### src/design/rvx_pkg.sv
// Package for the RV32I execute unit: opcode and function codes, constants
// and the struct that carries one executed item from the ALU to the pipeline.
// No dependencies.
package rvx_pkg;

	localparam logic [6:0] OPC_LOAD    = 7'h03;
	localparam logic [6:0] OPC_OPIMM   = 7'h13;
	localparam logic [6:0] OPC_AUIPC   = 7'h17;
	localparam logic [6:0] OPC_OPIMM32 = 7'h1B;
	localparam logic [6:0] OPC_STORE   = 7'h23;
	localparam logic [6:0] OPC_OP      = 7'h33;
	localparam logic [6:0] OPC_LUI     = 7'h37;
	localparam logic [6:0] OPC_OP32    = 7'h3B;
	localparam logic [6:0] OPC_BRANCH  = 7'h63;
	localparam logic [6:0] OPC_JALR    = 7'h67;
	localparam logic [6:0] OPC_JAL     = 7'h6F;
	localparam logic [6:0] OPC_SYSTEM  = 7'h73;

	localparam logic [6:0] F7_NORMAL = 7'd0;
	localparam logic [6:0] F7_ALT    = 7'd32;

	localparam logic [2:0] LD_B  = 3'd0;
	localparam logic [2:0] LD_H  = 3'd1;
	localparam logic [2:0] LD_BU = 3'd4;
	localparam logic [2:0] LD_HU = 3'd5;

	localparam logic [31:0] PC_STEP   = 32'd4;
	localparam logic [31:0] EXIT_CODE = 32'd10;
	localparam logic [4:0]  REG_A0    = 5'd10;
	localparam logic [4:0]  REG_ZERO  = 5'd0;

	typedef struct packed {
		logic [31:0] npc;
		logic        wr;
		logic [31:0] val;
		logic        halt;
		logic        ld;
		logic        st;
		logic [2:0]  st_bytes;
		logic [31:0] addr;
	} exec_res_t;

endpackage

### src/design/rvx_regfile.sv
// Register file: 32 x 32 bits, two registered read ports, one write port.
// Uses rvx_pkg; valid bits make never-written registers read as zero.
module rvx_regfile
	import rvx_pkg::*;
(
	input  logic        clk,
	input  logic        arst_n,
	input  logic        rd_en,
	input  logic [4:0]  ra_idx,
	input  logic [4:0]  rb_idx,
	output logic [31:0] ra_data,
	output logic [31:0] rb_data,
	input  logic        we,
	input  logic [4:0]  wa_idx,
	input  logic [31:0] wdata
);

	logic [31:0] mem [32];
	logic [31:0] valid_q;

	always_ff @(posedge clk or negedge arst_n) begin
		if (!arst_n) begin
			valid_q <= '0;
		end else if (we && wa_idx != REG_ZERO) begin
			valid_q[wa_idx] <= 1'b1;
		end
	end

	always_ff @(posedge clk) begin
		if (we && wa_idx != REG_ZERO) begin
			mem[wa_idx] <= wdata;
		end
	end

	// Write-first: a write on the same edge is seen by the read.
	always_ff @(posedge clk) begin
		if (rd_en) begin
			if (we && wa_idx == ra_idx && wa_idx != REG_ZERO) ra_data <= wdata;
			else ra_data <= valid_q[ra_idx] ? mem[ra_idx] : '0;
			if (we && wa_idx == rb_idx && wa_idx != REG_ZERO) rb_data <= wdata;
			else rb_data <= valid_q[rb_idx] ? mem[rb_idx] : '0;
		end
	end

endmodule

### config.mk
export PLATFORM = sky130hd
export DESIGN_NAME = rvx_regfile
export DESIGN_NICKNAME = d
export VERILOG_FILES = /design/src/design/rvx_pkg.sv /design/src/design/rvx_regfile.sv
export SDC_FILE = /design/constraint.sdc
export NUM_CORES = 2
export LEC_CHECK = 0
export BUFFER_PORTS_ARGS = -buffer_cell sky130_fd_sc_hd__buf_4
export CAP_MARGIN = 40
export CORE_ASPECT_RATIO = 2
export CORE_MARGIN = 5
export CORE_UTILIZATION = 51
export CTS_BUF_LIST = sky130_fd_sc_hd__clkbuf_4 sky130_fd_sc_hd__clkbuf_8
export DETAILED_ROUTE_END_ITERATION = 6
export GPL_TIMING_DRIVEN = 1
export PLACE_DENSITY = 0.77
export SLEW_MARGIN = 20
export SYNTH_ARGS = -nofsm -noshare
export SYNTH_HDL_FRONTEND = slang
export SYNTH_SLANG_ARGS = --single-unit
### constraint.sdc
create_clock -name clk -period 1.93 [get_ports clk]
set_input_delay 0.193 -clock clk [delete_from_list [all_inputs] [get_ports clk]]
set_output_delay 0.193 -clock clk [all_outputs]
set_load 0.1 [all_outputs]
Word level (Yosys, flattened, before mapping)
Memories as Yosys holds them, arrays and structs flattened.
Cells that the tools add are included.
Word-level totals
  bits in registers: 96
  logic and storage cells: 30
  input bits: 51
  ROM bits: 0
  bits in latches: 0
  output and inout bits: 64
  memories kept: 1
  bits in writable memories: 1024
Operators by class
  mux-type cells: 12
  multiply operators: 0
  equality and inequality tests: 2
  div/mod/pow operators: 0
  bitwise operators: 1
  reduce and logical (&&, ||, !) cells: 7
  order comparisons: 4
  add/sub/neg operators: 0
  shift-type cells: 0
Memory list
  mem: depth 32, width 32, rd ports 2, clocked after Yosys merged registers in 0, write ports 1, line rvx_regfile.sv:18  | logic [31:0] mem [32];
Operators with widths (count)
  32-bit two-way mux: 4
  32-bit OR: 1
  5-bit by 6-bit less-than comparator with 1-bit output, second input constant: 3
  1-bit binary-select mux with 5-bit select: 2
  5-bit equality test: 2
  1-bit logical AND: 6
  1-bit demux with 5-bit select: 1
  5-bit by 1-bit >= comparator with 1-bit output, second input constant: 1
  1-bit two-way mux: 5
  5-bit nonzero test: 1

Depth between registers and ports, before layout
  depth in word-level cells: 5
  depth in mapped cells: 10
  gate-level depth less buffers: 5

Worst setup path after synthesis
No wires, ideal clock.
  path type: in2reg
  start point: input port wa_idx[3]
  end point: memory mem[24][0], enable pin
  path buffers: 1
  required time: 1.427 ns
  setup slack: -2.437 ns
  data arrival time: 3.863 ns
  cell stages on the path: 3
  setup time: 0.503 ns
  path through: clkbuf_1 o41ai_4 nor4_1
On the way
  longest elaborated chain between the ends: 4
RTL lines
  from (decl): line rvx_regfile.sv:14  | input logic [4:0] wa_idx,
  5-bit nonzero test: line rvx_regfile.sv:30  | if (we && wa_idx != REG_ZERO) begin
  1-bit logical AND: line rvx_regfile.sv:30
  1-bit two-way mux: line rvx_regfile.sv:30
  1-bit two-way mux (not written as such): line rvx_regfile.sv:31  | mem[wa_idx] <= wdata;
  to (decl): line rvx_regfile.sv:18
Several ways; a longest one is shown, not always the timed one.

Worst setup path in the final report
  start point: register valid_q[31]
  end point: register ra_data[5], data pin
On the way
  longest elaborated chain between the ends: 4
RTL lines
  from (decl): line rvx_regfile.sv:19  | logic [31:0] valid_q;
  from (signal assigned): line rvx_regfile.sv:23  | valid_q <= '0;
  from (signal, indexed assignment): line rvx_regfile.sv:25  | valid_q[wa_idx] <= 1'b1;
  1-bit binary-select mux with 5-bit select: line rvx_regfile.sv:39  | else ra_data <= valid_q[ra_idx] ? mem[ra_idx] : '0;
  1-bit two-way mux (not written as such): line rvx_regfile.sv:39
  32-bit two-way mux: line rvx_regfile.sv:39
  32-bit two-way mux: line rvx_regfile.sv:38  | if (we && wa_idx == ra_idx && wa_idx != REG_ZERO) ra_data <= wdata;
  to (signal assigned): line rvx_regfile.sv:38
  to (signal assigned): line rvx_regfile.sv:39
  to (decl): line rvx_regfile.sv:11  | output logic [31:0] ra_data,
Every way passes these cells. The select of a mux whose other input is x is not followed.
A chain may end at the register's enable or synchronous reset.

==> results.txt <==
hold_sp: wa_idx[2]
global placer's final weighted congestion: 0.917
Hold Path Stages: 4
leading area contributor after synthesis: edfxtp_1
Slew Limit Headroom: 64.7%
worst r2r src: valid_q[31]$_DFFE_PN0P_
Power Total: 0.0541 W
Worst Setup SP: valid_q[31]$_DFFE_PN0P_
max incr delay on CP: 520 ps
cells after synthesis: 2463
Crit Path Category: reg2reg
mapped cell area: 51800 um2
Setup crit end kind: flip-flop
DRT iter0 DRCs: 3875
core area: 101000 um2
crit-path cells: mux4_2 > o221ai_4 > nor3_4 > o21bai_4 > buf_6 > o21ai_1
via count: 30100
first-pass GRT wire length: 222000 um
violated checks: negative setup slack
Clock Latency Late Sink: 860 ps
Leak: 20.3 nW
count of cell types in the netlist: 50
# rows: 165
I/O Pins: 115
CTS tree: built
FF-to-FF setup slack: -210 ps
Final #Nets: 2972
Worst Hold Margin: 69.6 ps
DIE AREA: 108000 um2
Total GRT Usage: 28.5%
worst slew pin tran: 530 ps
Yosys top cell area share: 63.1%
most common cell after layout, fill and taps aside: edfxtp_1
clk buf depth: 3
die height: 461 um
routed wire length: 155000 um
Max Clock Freq: 468 MHz
Peak VDD IR: 0.740 mV
synth top area cells: edfxtp_1, mux4_2, mux4_1
unrepaired setup endpoints after global routing: true
Post-DP HPWL: 98500 um
drt drc: 0
die width: 235 um
Slowest cell on crit path: mux4_2
fin util: 61.0%
initial antenna violation count: 11
vias per cell: 6.87
Post-DRT Antenna Nets: 0
CTS buffer count: 154
average wire per standard cell: 35.4 um
share of cells above drive strength 1: 47.0%
EDFF count, synth: 1088
final worst path period share: 111%
RR Endpoint: ra_data[5]$_DFFE_PP_
Final WS setup: -208 ps
final global-route overflow total: 0
Worst EP arrival: 2720 ps
Synth Area per Inst: 21.0 um2
final setup fails: 64
Root Driver: clkbuf_8
critical path launch point type: flip-flop
PwrDens: 878 nW/um2
port buffer count: 114
flops & latches, synth: 1120
final hold viol count: 0
DRT Pass-1 Iters: 7
Initial Util: 51.3%
vias in the first global route: 32300
Worst-path clk slew: 80 ps
maximum capacitance violations: 0
Final Critical Period: 2140 ps
status: finished with violations
Synth Flop Type: edfxtp_1
Post-synth ARST share: 2.86%
most frequent cells in the layout: edfxtp_1, mux4_2, buf_4, clkbuf_8, buf_12
area delta synth->final: 18.9%
setup TNS: -10580 ps
CTS HTree Levels: 4
Worst Path Required: 2510 ps
R2R cell count: 6
Syn. warnings: 0
Slew Limit Fails: 0
Seq/Total Area, Yosys: 64.6%
largest fanout on the critical path: 10
hold crit path type: in2reg
hold endpoint: mem[17][17]$_DFFE_PP_
total clock sinks: 1120
largest net degree at the start of global routing: 46
final clock skew: 36.3 ps
[report_power, final]
group	internal (W)	switching (W)	leakage (nW)
clock network	0.00991	0.00926	1.65
registers	0.0273	0.000349	10.3
logic	0.00304	0.00416	8.33
[stage by stage]
stage	instance area [um2]	worst slack, ps	cells
6_report	61600	-208	4384
4_1_cts	61300	-151	4377
2_1_floorplan	52500	-235	2494
3_3_place_gp	57400	-543	4056
5_1_grt	61600	-218	4381
3_5_place_dp	57400	-569	4056
[registers in the layout (all words and copies together), names as in the netlist]
signal and count:
valid_q 32, ra_data 32, rb_data 32, mem 1024
[timing repair]
item                                   4_1_cts  5_1_grt
gates resized for setup                     54       52
gates cloned                                 2        3
buffers inserted                             3        1
pin swaps                                   20       39
hold buffers                                37        0
setup endpoints to repair                   65       64
endpoints found under the hold margin     1184        0
[worst max-delay path, delay by kind of cell (launching register included)]
kind,cells,cell delay [ps]
multiplexers,1,520
AND/OR/NAND/NOR,1,70
AO/OA/AOI/OAI,3,590
buffers and inverters,1,280
flip-flops,1,390
[cell usage after synthesis, types with 32 or more instances]
master / number
edfxtp_1: 1088
mux4_1: 72
mux2i_1: 132
o21ai_1: 61
buf_2: 63
o22ai_1: 58
dfrtp_1: 32
nor2_1: 34
clkbuf_1: 40
or2_2: 35
mux4_2: 499
buf_4: 40
a21oi_1: 60
nand2_1: 80
[metal layers]
layer | vias up | global-route usage [%] | share of wire (%)
li1 | 11600 | - | -
met1 | 15600 | 33.2 | 31
met2 | 2250 | 48.6 | 51
met3 | 612 | 5.86 | 10
met4 | 8 | 17.7 | 7.8
met5 | - | 0 | 0.036
[how the worst max path moves through the flow]
| stage | slack (ps) | to | cells after the start |
|---|---|---|---|
| final | -210 | ra_data[5]$_DFFE_PP_ | 6 |
| after global routing | -220 | rb_data[30]$_DFFE_PP_ | 8 |
| after CTS | -150 | ra_data[5]$_DFFE_PP_ | 7 |
| after detailed placement | -570 | ra_data[11]$_DFFE_PP_ | 9 |
| after global placement | -540 | rb_data[4]$_DFFE_PP_ | 7 |
| after floorplan | -240 | mem[24][0]$_DFFE_PP_ | 3 |
[cell type report]
class | instances | area (um2)
Clock buffer | 203 | 2520
Tap cell | 1336 | 1670
Fill cell | 6817 | 39400
Inverter | 2 | 7.51
Sequential cell | 1120 | 33500
Timing Repair Buffer | 464 | 5450
Clock inverter | 76 | 641
Multi-Input combinational cell | 1179 | 17800
Antenna cell | 4 | 10.0
[cell families (layout without fill, tap and decap cells)]
kind of cell | after synthesis | after routing | synth area share [%]
buffers and inverters | 195 | 745 | 2.47
XOR/XNOR | 10 | 10 | 0.169
AND/OR/NAND/NOR | 192 | 192 | 1.76
AO/OA/AOI/OAI | 231 | 231 | 2.73
flip-flops | 1120 | 1120 | 64.6
other | 1 | 36 | 0.00724
multiplexers | 714 | 714 | 28.2
(Power assumes the default switching activity.)
